`src/hw/rtl/ltmt_pkg.sv`:
```
// Package for the map tile locator: word layouts, fixed-point constants and ROM functions.
// Used by ltmt_circ_cell, ltmt_hyp_cell and latlon_to_map_tile.
package ltmt_pkg;

    localparam int MAX_ZOOM      = 20;
    localparam int FRAC          = 22;   // fraction bits of all angles and ratios
    localparam int CIRC_STAGES   = 24;
    localparam int HYP_STAGES    = 26;   // shifts 1..24 with 4 and 13 repeated
    localparam int CW            = 27;   // CORDIC datapath width

    localparam int LAT_W  = 30;
    localparam int LNG_W  = 31;
    localparam int ALT_W  = 17;
    localparam int COL_W  = 21;
    localparam int ROW_W  = 22;
    localparam int ZOOM_W = 5;
    localparam int MESH_W = 6;
    localparam int TAG_W  = 3;
    localparam int S_DATA_W = 80;
    localparam int M_DATA_W = 64;

    localparam logic [63:0] PI_Q60     = 64'h3243F6A8885A308D;
    localparam logic [63:0] LN2_Q64    = 64'hB17217F7D1CF79AB;
    localparam logic [63:0] INV2PI_Q64 = 64'h28BE60DB9391054A;
    localparam logic [63:0] GAIN_Q40   = 64'h0000009B74EDA843;

    // Degrees to radians at 38 fraction bits.
    localparam logic [32:0] D2R = 33'(((PI_Q60 / 180) + (64'd1 << 21)) >> 22);
    localparam logic signed [CW-1:0] C_PI     = CW'((PI_Q60 + (64'd1 << 37)) >> 38);
    localparam logic signed [CW-1:0] C_HALFPI = CW'((PI_Q60 + (64'd1 << 38)) >> 39);
    localparam logic signed [CW-1:0] C_GAIN   = CW'((GAIN_Q40 + (64'd1 << 17)) >> 18);
    localparam logic signed [CW-1:0] C_EMAX   = CW'((64'd9999 << FRAC) / 10000);
    localparam logic signed [CW-1:0] C_ONE    = CW'(64'd1 << FRAC);
    localparam logic signed [27:0]   C_LN2H   = 28'((LN2_Q64 + (64'd1 << 42)) >> 43);
    localparam logic [39:0] C_INV2PI = 40'((INV2PI_Q64 + (64'd1 << 23)) >> 24);
    localparam logic signed [47:0] INV_LO = 48'(C_INV2PI[18:0]);
    localparam logic signed [47:0] INV_HI = 48'(C_INV2PI[39:19]);

    // Column: floor(u / 45) through a reciprocal, u biased to stay non-negative.
    localparam logic [28:0] COL_RECIP = 29'((64'd1 << 34) / 45);
    localparam int          COL_BIAS  = 45 * (1 << 18);

    typedef struct packed {
        logic [ZOOM_W-1:0] zoom;
        logic [COL_W-1:0]  col;
        logic signed [5:0] dsh;   // sq - sp from the normalization
    } t_side;

    function automatic logic [63:0] series(input int i, input bit alternating);
        logic [63:0] sum;
        logic [63:0] term;
        int          ex;
        sum = 64'd0;
        for (int k = 0; k < 31; k++) begin
            ex = i * (2 * k + 1);
            if (ex <= 60) begin
                term = (64'd1 << (60 - ex)) / 64'(2 * k + 1);
                if (alternating && k[0]) begin
                    sum = sum - term;
                end else begin
                    sum = sum + term;
                end
            end
        end
        return sum;
    endfunction

    function automatic logic signed [CW-1:0] atan_q(input int i);
        logic [63:0] a;
        a = (i == 0) ? (PI_Q60 >> 2) : series(i, 1'b1);
        return CW'((a + (64'd1 << 37)) >> 38);
    endfunction

    function automatic logic signed [CW-1:0] atanh_q(input int i);
        logic [63:0] h;
        h = series(i, 1'b0);
        return CW'((h + (64'd1 << 37)) >> 38);
    endfunction

    // Shift of hyperbolic stage k: 1,2,3,4,4,5,...,13,13,14,...,24.
    function automatic int hyp_shift(input int k);
        int s;
        s = k + 1;
        if (k >= 4) begin
            s = k;
        end
        if (k >= 14) begin
            s = k - 1;
        end
        return s;
    endfunction

    // Left shift that brings a non-zero 23-bit value into [2^22, 2^23).
    function automatic logic [4:0] norm_shift(input logic [FRAC:0] v);
        logic [4:0] s;
        s = 5'd0;
        for (int b = 0; b <= FRAC; b++) begin
            if (v[b]) begin
                s = 5'(FRAC - b);
            end
        end
        return s;
    endfunction

    function automatic logic [MESH_W-1:0] mesh_div(input logic [ZOOM_W-1:0] z);
        logic [MESH_W-1:0] m;
        case (z)
            5'd8, 5'd9:                 m = 6'd32;
            5'd10, 5'd11:               m = 6'd16;
            5'd12, 5'd13, 5'd14:        m = 6'd8;
            5'd15, 5'd16, 5'd17, 5'd18: m = 6'd4;
            5'd19:                      m = 6'd2;
            default:                    m = 6'd1;
        endcase
        return m;
    endfunction

endpackage

```
`src/hw/rtl/ltmt_hyp_cell.sv`:
```
// One vectoring stage of the hyperbolic CORDIC that accumulates atanh of the sine.
// Depends on ltmt_pkg for widths and the side-data struct.
module ltmt_hyp_cell (
    input  logic                            i_clk,
    input  logic                            i_rst_n,
    input  logic                            i_en,
    input  logic [4:0]                      i_shift,
    input  logic signed [ltmt_pkg::CW-1:0]  i_angle,
    input  logic                            i_valid,
    input  logic signed [ltmt_pkg::CW-1:0]  i_x,
    input  logic signed [ltmt_pkg::CW-1:0]  i_y,
    input  logic signed [ltmt_pkg::CW-1:0]  i_z,
    input  ltmt_pkg::t_side                 i_side,
    output logic                            o_valid,
    output logic signed [ltmt_pkg::CW-1:0]  o_x,
    output logic signed [ltmt_pkg::CW-1:0]  o_y,
    output logic signed [ltmt_pkg::CW-1:0]  o_z,
    output ltmt_pkg::t_side                 o_side
);

    logic                           r_valid;
    logic signed [ltmt_pkg::CW-1:0] r_x, r_y, r_z;
    ltmt_pkg::t_side                r_side;
    logic signed [ltmt_pkg::CW-1:0] n_x, n_y, n_z;
    logic signed [ltmt_pkg::CW-1:0] dx, dy;

    always_comb begin
        dx = i_y >>> i_shift;
        dy = i_x >>> i_shift;
        // Drive y toward zero.
        if (!i_y[ltmt_pkg::CW-1]) begin
            n_x = i_x - dx;
            n_y = i_y - dy;
            n_z = i_z + i_angle;
        end else begin
            n_x = i_x + dx;
            n_y = i_y + dy;
            n_z = i_z - i_angle;
        end
    end

    always_ff @(posedge i_clk) begin
        if (!i_rst_n) begin
            r_valid <= 1'b0;
        end else if (i_en) begin
            r_valid <= i_valid;
        end
    end

    always_ff @(posedge i_clk) begin
        if (i_en) begin
            r_x    <= n_x;
            r_y    <= n_y;
            r_z    <= n_z;
            r_side <= i_side;
        end
    end

    assign o_valid = r_valid;
    assign o_x     = r_x;
    assign o_y     = r_y;
    assign o_z     = r_z;
    assign o_side  = r_side;

endmodule

```
`config.mk`:
```
export PLATFORM = sky130hd
export DESIGN_NAME = ltmt_hyp_cell
export DESIGN_NICKNAME = d
export VERILOG_FILES = /design/src/hw/rtl/ltmt_pkg.sv /design/src/hw/rtl/ltmt_hyp_cell.sv
export SDC_FILE = /design/constraint.sdc
export NUM_CORES = 1
export LEC_CHECK = 0
export BUFFER_PORTS_ARGS = -buffer_cell sky130_fd_sc_hd__buf_2
export CAP_MARGIN = 25
export CORE_AREA = 2 2 228 230
export DETAILED_ROUTE_END_ITERATION = 7
export DIE_AREA = 0 0 230 232
export PLACE_DENSITY_LB_ADDON = 0.2
export SLEW_MARGIN = 10
export SYNTH_ARGS = -nofsm -noshare
export SYNTH_HDL_FRONTEND = slang
export SYNTH_SLANG_ARGS = --single-unit
export TNS_END_PERCENT = 100
```
`constraint.sdc`:
```
create_clock -name i_clk -period 7 [get_ports i_clk]
set_input_delay 1.4 -clock i_clk [delete_from_list [all_inputs] [get_ports i_clk]]
set_output_delay 1.4 -clock i_clk [all_outputs]
set_load 0.01 [all_outputs]
```
==> reports/results.ini, run 1 <==
[floorplan]
die_w_um = 230
die_h_um = 232
core_um2 = 50900
num_rows = 83
start_util_pct = 24.8
die_area_um2 = 53400
io_pins = 263

[timing]
drv_slew = 0
tightest_slew_ns = 0.880
fmax_mhz = 157
tns_ns = 0
finalHoldViolCount = 0
setup_viol = 0
period_share_pct = 91.0
skew_ns = 0
slew-limit-headroom_pct = 41.3
rsz0062_at_grt = no
layout_min_cycle_time_ns = 6.37

[synth]
synth_ff_type = edfxtp_1
yosysTopAreaCell = edfxtp_1
synth_seq_cells = 114
synth_top_cell_area_share_pct = 26.8
yosys_warnings = 0
synth_commonest_cells = nor2_1, edfxtp_1, a21oi_1
synth_cell_types = 93
synth.area.top_cells = edfxtp_1, mux4_2, ha_1
synth.avg_cell_area_um2 = 9.86
synthCells = 1282
async_flop_share_pct = 0
synth_nets = 1523
netlist_area_um2 = 12600
yosysSeqAreaShare_pct = 27.0
synth-edff-count = 113
synth.most_common_cell = nor2_1

[placed_design]
gp_routability_congestion = 0.866
portBuffers = 262
place_hpwl_mm = 36.8

[global_routing]
gr-total-overflow = 0
grt_pass1_vias = 11300
grt_pass1_wl_mm = 67.7
grt_max_degree = 60
track_usage_pct = 16.7
antenna_found_initial = 5

[clock_tree]
cts_tree = built
max-clock-path-buffers = 2
holdBufCountCts = 0
cts_resized = 0
clock_latency_ns = 0.44
cts-root-buf = clkbuf_16
clock-sinks = 114
clkSlewWorstSetupHoldPaths_ns = 0.07
htree_levels = 4
cts_buffers = 17
cts_setup_buffers = 0

[cells_and_area]
multi_input_area_um2 = 8710
fillers = 5356
num_antenna_cells = 0
regArea_um2 = 3410
drive_gt1_share_pct = 30.0
final_nets = 1796
fin_util_pct = 30.4
area_delta_synth_final_pct = 22.4

[power_and_ir_drop]
seq_power_share_pct = 29.7
power_mw = 3.29
combPwrFrac_pct = 43.1
powerDensity_nw_per_um2 = 213
internal_power_mw = 2.06
total_leakage_power_nw = 6.32
switchingPower_mw = 1.23
switching_share_pct = 37.3
peakVddDrop_mv = 0.172
clock_power_share_pct = 27.1

[drt]
drtPass1Iterations = 7
wl_per_cell_um = 20.1
vias = 11400
post-route-drc-count = 0
wl_mm = 45.2
ant_nets = 0
vias_per_cell = 5.07
first_iter_violations = 834

[critical_path]
crit_type = in -> reg
r2r_setup_slack_ns = 6.41
cp.required_ns = 7.20
end_kind = register
critPathLaunchType = input port
crit_fanout = 27
arrival_ns = 6.57

[flow_run]
maxCapViolCount = 0

[status]
status = finished, final reports clean

[min_path]
hold_class = reg -> reg

==> power by group through the flow <==
stage / registers [mW] / clock network, mW / logic (mW)
CTS: 0.983 / 0.931 / 1.44
detailed placement: 0.996 / 0 / 1.43
global placement: 0.996 / 0 / 1.43
global route: 0.993 / 0.955 / 1.56
finish: 0.978 / 0.892 / 1.42
floorplan: 1.07 / 0 / 0.861
==> layout make-up <==
class	count	share of cell area, %
multi-input cells	1062	56.3
flip-flops and latches	114	22.1
repair buffers	314	11.3
well taps	680	5.50
clock buffers	17	2.75
inverters	46	1.12
clock inverters	15	1.03
==> per-layer routing <==
| metal | wire [µm] | GRT usage (%) |
|---|---|---|
| met3 | 2520 | 3.09 |
| met1 | 19900 | 21.4 |
| met4 | 1350 | 6.35 |
| met2 | 21400 | 28.0 |
| met5 | 9 | 0 |
==> final timing paths <==
check                        from              endpoint  cells after the start
max                    i_shift[0]     o_y[26]$_DFFE_PP_                     20
min          o_valid$_SDFFE_PN0P_  o_valid$_SDFFE_PN0P_                      2
max reg2reg  o_valid$_SDFFE_PN0P_  o_valid$_SDFFE_PN0P_                      2
min reg2reg  o_valid$_SDFFE_PN0P_  o_valid$_SDFFE_PN0P_                      2
==> sequential cells by signal, indices dropped and copies added (netlist names) <==
signal   flops
o_y         27
o_x         27
o_valid      1
o_side      32
o_z         27
==> cells in the final DEF, fill, tap and decap left out, types with 5 or more instances in the layout <==
cell type / count
buf_2: 259
nor2_1: 118
edfxtp_1: 113
a21oi_1: 104
xnor2_1: 94
ha_1: 89
nand2_1: 81
mux4_2: 65
buf_4: 52
o21ai_0: 48
inv_1: 43
mux2i_1: 39
xor2_1: 37
a21o_1: 34
mux2_2: 27
nand3_1: 25
nor3_1: 21
nor2b_1: 18
a31oi_1: 17
clkbuf_16: 17
nand2b_1: 15
and3_1: 13
a211oi_1: 11
and2_1: 11
o211ai_1: 11
or2_2: 10
o31ai_1: 10
o21bai_1: 10
o21a_1: 9
inv_6: 8
or3_1: 7
o21ai_1: 6
mux2_1: 6
a211o_1: 6
o31a_1: 6
nand4_1: 6
nor4_1: 5
o311ai_0: 5
==> worst max-delay path, stage by stage <==
cell	delay [ns]
buf_4	0.41
buf_4	0.32
buf_4	0.27
mux2_2	0.41
mux2i_1	0.13
mux2_2	0.21
ha_1	0.24
nor2_1	0.08
a21oi_1	0.08
fa_1	0.48
a21o_1	0.17
a21oi_1	0.23
nor2b_1	0.10
o311ai_0	0.61
a211oi_1	0.20
buf_4	0.19
o221ai_1	0.25
o21ai_0	0.19
a31oi_1	0.23
xnor3_1	0.32
==> metrics by stage <==
step                      hold WS [ns]  instance area [µm²]  cells  setup WS, ns
after CTS                        0.527                15500   2248         0.534
final                            0.524                15500   2248         0.629
after global placement           0.506                14900   2216        0.0757
after detailed placement         0.506                14900   2216        0.0628
after floorplan                  0.538                12600   1282         0.958
after global routing             0.601                15500   2248         0.116
==> cells by family (layout without fill, tap and decap cells) <==
kind of cell,after synthesis,count (layout),synth area share (%)
muxes,140,140,18.2
buffers and inverters,106,392,4.13
DFF,114,114,27.0
AOI/OAI and AO/OA,338,338,17.9
and+or+nand+nor,360,360,14.2
adders and majority gates,92,92,9.28
xor gates and xnor gates,132,132,9.25
No activity file was read; power rests on OpenSTA's default activity.
==> run 2: changes to the inputs <==
--- a/config.mk
+++ b/config.mk
@@ -5,6 +5,7 @@
 export SDC_FILE = /design/constraint.sdc
 export NUM_CORES = 1
 export LEC_CHECK = 0
+export ABC_AREA = 1
 export BUFFER_PORTS_ARGS = -buffer_cell sky130_fd_sc_hd__buf_2
 export CAP_MARGIN = 25
 export CORE_AREA = 2 2 228 230
==> run 2 against run 1 <==
Effect of this change:
- routed wire length grew 0.22%
- first-iteration DRC count grew 29%
- maximum frequency increased by 18%
- via count up 15%
- combinational power decreased by 4%
- largest power group unchanged
- total power decreased by 1.5%
- clock skew unchanged
- synthesized cell count grew 43%
- sequential share of layout area is 0.63 points higher
- utilization down 0.85 points
- final cell count grew 23%
==> reports/results.ini, run 2 <==
[status]
status = finished, final reports clean  ; unchanged

[cells_and_area]
layout_common_cells = nand2_1, nand3_1, buf_2  ; was buf_2, nor2_1, edfxtp_1
drive_gt1_share_pct = 17.3  ; was 30.0%
fin_util_pct = 29.6  ; was 30.4%
fillers = 5673  ; was 5356
final_nets = 2305  ; was 1796
largest_reg_flops = 32  ; unchanged
area_delta_synth_final_pct = 19.8  ; was 22.4%
final_common_cell = nand2_1  ; was buf_2

[placed_design]
place_hpwl_mm = 37.0  ; was 36.8 mm
portBuffers = 262  ; unchanged
gp_routability_congestion = 0.890  ; was 0.866

[drt]
post-route-drc-count = 0  ; unchanged
first_iter_violations = 1075  ; was 834
vias = 13200  ; was 11400
vias_per_cell = 4.77  ; was 5.07
ant_nets = 0  ; unchanged
wl_mm = 45.3  ; was 45.2 mm
wl_per_cell_um = 16.4  ; was 20.1 µm
drtPass1Iterations = 7  ; unchanged

[clock_tree]
max-clock-path-buffers = 2  ; unchanged
cts_buffers = 17  ; unchanged
cts_setup_buffers = 0  ; unchanged
cts_resized = 0  ; unchanged
clock_latency_ns = 0.45  ; was 0.44 ns
clkSlewWorstSetupHoldPaths_ns = 0.06  ; was 0.07 ns
clock-sinks = 114  ; unchanged
cts_tree = built  ; unchanged
htree_levels = 4  ; unchanged
holdBufCountCts = 0  ; unchanged
cts-root-buf = clkbuf_16  ; unchanged

[timing]
rsz0062_at_grt = no  ; unchanged
fmax_mhz = 185  ; was 157 MHz
setup_viol = 0  ; unchanged
tns_ns = 0  ; unchanged
drv_slew = 0  ; unchanged
tightest_slew_ns = 0.965  ; was 0.880 ns
period_share_pct = 77.1  ; was 91.0%
finalHoldViolCount = 0  ; unchanged
skew_ns = 0  ; unchanged
layout_min_cycle_time_ns = 5.39  ; was 6.37 ns
slew-limit-headroom_pct = 35.6  ; was 41.3%

[synth]
synth_ff_type = edfxtp_1  ; unchanged
synth_cell_types = 48  ; was 93
synth_seq_cells = 114  ; unchanged
synth_nets = 2077  ; was 1523
synth_top_cell_area_share_pct = 27.0  ; was 26.8%
synth-edff-count = 113  ; unchanged
synth.most_common_cell = nand2_1  ; was nor2_1
yosysSeqAreaShare_pct = 27.2  ; was 27.0%
yosysTopAreaCell = edfxtp_1  ; unchanged
synth_commonest_cells = nand2_1, nand3_1, inv_1  ; was nor2_1, edfxtp_1, a21oi_1
netlist_area_um2 = 12600  ; about the same
synth.area.top_cells = edfxtp_1, nand2_1, nand3_1  ; was edfxtp_1, mux4_2, ha_1
async_flop_share_pct = 0  ; unchanged
yosys_warnings = 0  ; unchanged
synth.avg_cell_area_um2 = 6.84  ; was 9.86 µm²
synthCells = 1836  ; was 1282

[min_path]
holdCritStartpoint = o_valid$_SDFFE_PN0P_  ; unchanged
hold_class = reg -> reg  ; unchanged
hold_path_end = o_valid$_SDFFE_PN0P_  ; unchanged
min_path_cells = 2  ; unchanged

[global_routing]
track_usage_pct = 16.8  ; was 16.7%
gr-total-overflow = 0  ; unchanged
grt_pass1_vias = 12900  ; was 11300
antenna_found_initial = 3  ; was 5
grt_pass1_wl_mm = 70.5  ; was 67.7 mm
grt_max_degree = 64  ; was 60

[critical_path]
r2r_setup_slack_ns = 6.35  ; was 6.41 ns
end_kind = register  ; unchanged
r2r-start = o_valid$_SDFFE_PN0P_  ; unchanged
crit_type = in -> reg  ; unchanged
cp.required_ns = 7.20  ; about the same
arrival_ns = 5.59  ; was 6.57 ns
r2r-end = o_valid$_SDFFE_PN0P_  ; unchanged
crit_fanout = 54  ; was 27
critPathLaunchType = input port  ; unchanged
reg2reg_depth = 2  ; unchanged

[power_and_ir_drop]
total_leakage_power_nw = 7.28  ; was 6.32 nW
powerDensity_nw_per_um2 = 215  ; was 213 nW/µm²
peakVddDrop_mv = 0.183  ; was 0.172 mV

[floorplan]
start_util_pct = 24.7  ; was 24.8%
io_pins = 263  ; unchanged
core_um2 = 50900  ; unchanged
die_h_um = 232  ; unchanged
num_rows = 83  ; unchanged
die_w_um = 230  ; unchanged
die_area_um2 = 53400  ; unchanged

[flow_run]
maxCapViolCount = 0  ; unchanged

[run 2: cell types whose count changed in the layout (fill, tap and decap cells not counted), sizes merged, moves of 18 or more]
cell,before,now
nand2,81,543
nand3,28,349
inv,56,165
mux4,68,0
xnor2,94,35
xor2,37,87
buf,314,274
mux2i,39,0
mux2,33,0
a21o,34,4
o21ai,54,77
nor2b,18,0
[run 2: metrics by stage]
stage | hold slack, ns | setup slack (ns) | cells | power (mW) | area [µm²]
CTS | 0.540 | 1.62 | 2757 | 3.29 | 15000
detailed placement | 0.531 | 1.11 | 2725 | 2.37 | 14400
global route | 0.647 | 1.09 | 2758 | 3.49 | 15000
floorplan | 0.555 | 2.21 | 1836 | 1.90 | 12600
global placement | 0.539 | 1.19 | 2725 | 2.37 | 14400
finish | 0.539 | 1.61 | 2759 | 3.24 | 15000
[run 2: cell type report]
cell class	count	area (µm²)	share of cell area (%)
clock inverters	15	164	1.09
diodes	2	5.00	0.0333
repair buffers	274	1400	9.33
flip-flops and latches	114	3410	22.7
inverters	155	589	3.92
well taps	680	851	5.66
multi-input cells	1502	8190	54.4
clock buffers	17	425	2.83
[run 2: kinds of logic after synthesis]
group,Yosys count,synth area share [%]
adder cells (fa/ha/maj),92,9.35
XOR/XNOR,122,8.51
AND/OR/NAND/NOR,1061,37.3
AO/OA/AOI/OAI,227,10.1
flip-flops,114,27.2
buffers and inverters,220,7.58
[run 2: how the worst max path moves through the flow]
stage	cells past startpoint	startpoint	end	slack, ns
final	25	i_shift[0]	o_y[23]$_DFFE_PP_	1.61
after global placement	27	i_shift[0]	o_y[23]$_DFFE_PP_	1.19
after detailed placement	25	i_shift[0]	o_y[23]$_DFFE_PP_	1.11
after global routing	24	i_shift[1]	o_y[23]$_DFFE_PP_	1.09
after floorplan	26	i_shift[0]	o_y[23]$_DFFE_PP_	2.21
after CTS	25	i_shift[0]	o_y[23]$_DFFE_PP_	1.62
[run 2: power by group]
part / internal (mW) / total, mW / switching [mW]
logic: 0.493 / 1.37 / 0.876
registers: 0.943 / 0.983 / 0.0397
clock network: 0.506 / 0.888 / 0.381
[run 2: per-layer routing]
| layer | global-route usage [%] | part of all wire, % |
|---|---|---|
| met1 | 21.2 | 45 |
| met2 | 27.8 | 46 |
| met3 | 3.54 | 5.3 |
| met4 | 7.14 | 3.7 |
| met5 | 0 | 0.029 |
[run 2: critical path, cell delays in order]
cell      delay, ns
buf_2          0.13
buf_4          0.47
nand2_1        0.18
nand3_1        0.15
nand3_1        0.11
nand3_1        0.14
nand2_1        0.07
nand2_1        0.07
nand2_1        0.11
ha_1           0.21
nand2_1        0.11
nor2_4         0.06
a21oi_1        0.17
xor2_1         0.20
inv_1          0.07
ha_1           0.34
nand2_1        0.08
nor2_1         0.10
inv_1          0.04
o21bai_1       0.31
a21oi_1        0.18
o21ai_0        0.32
nand4_1        0.23
o211ai_1       0.23
nand2_1        0.08
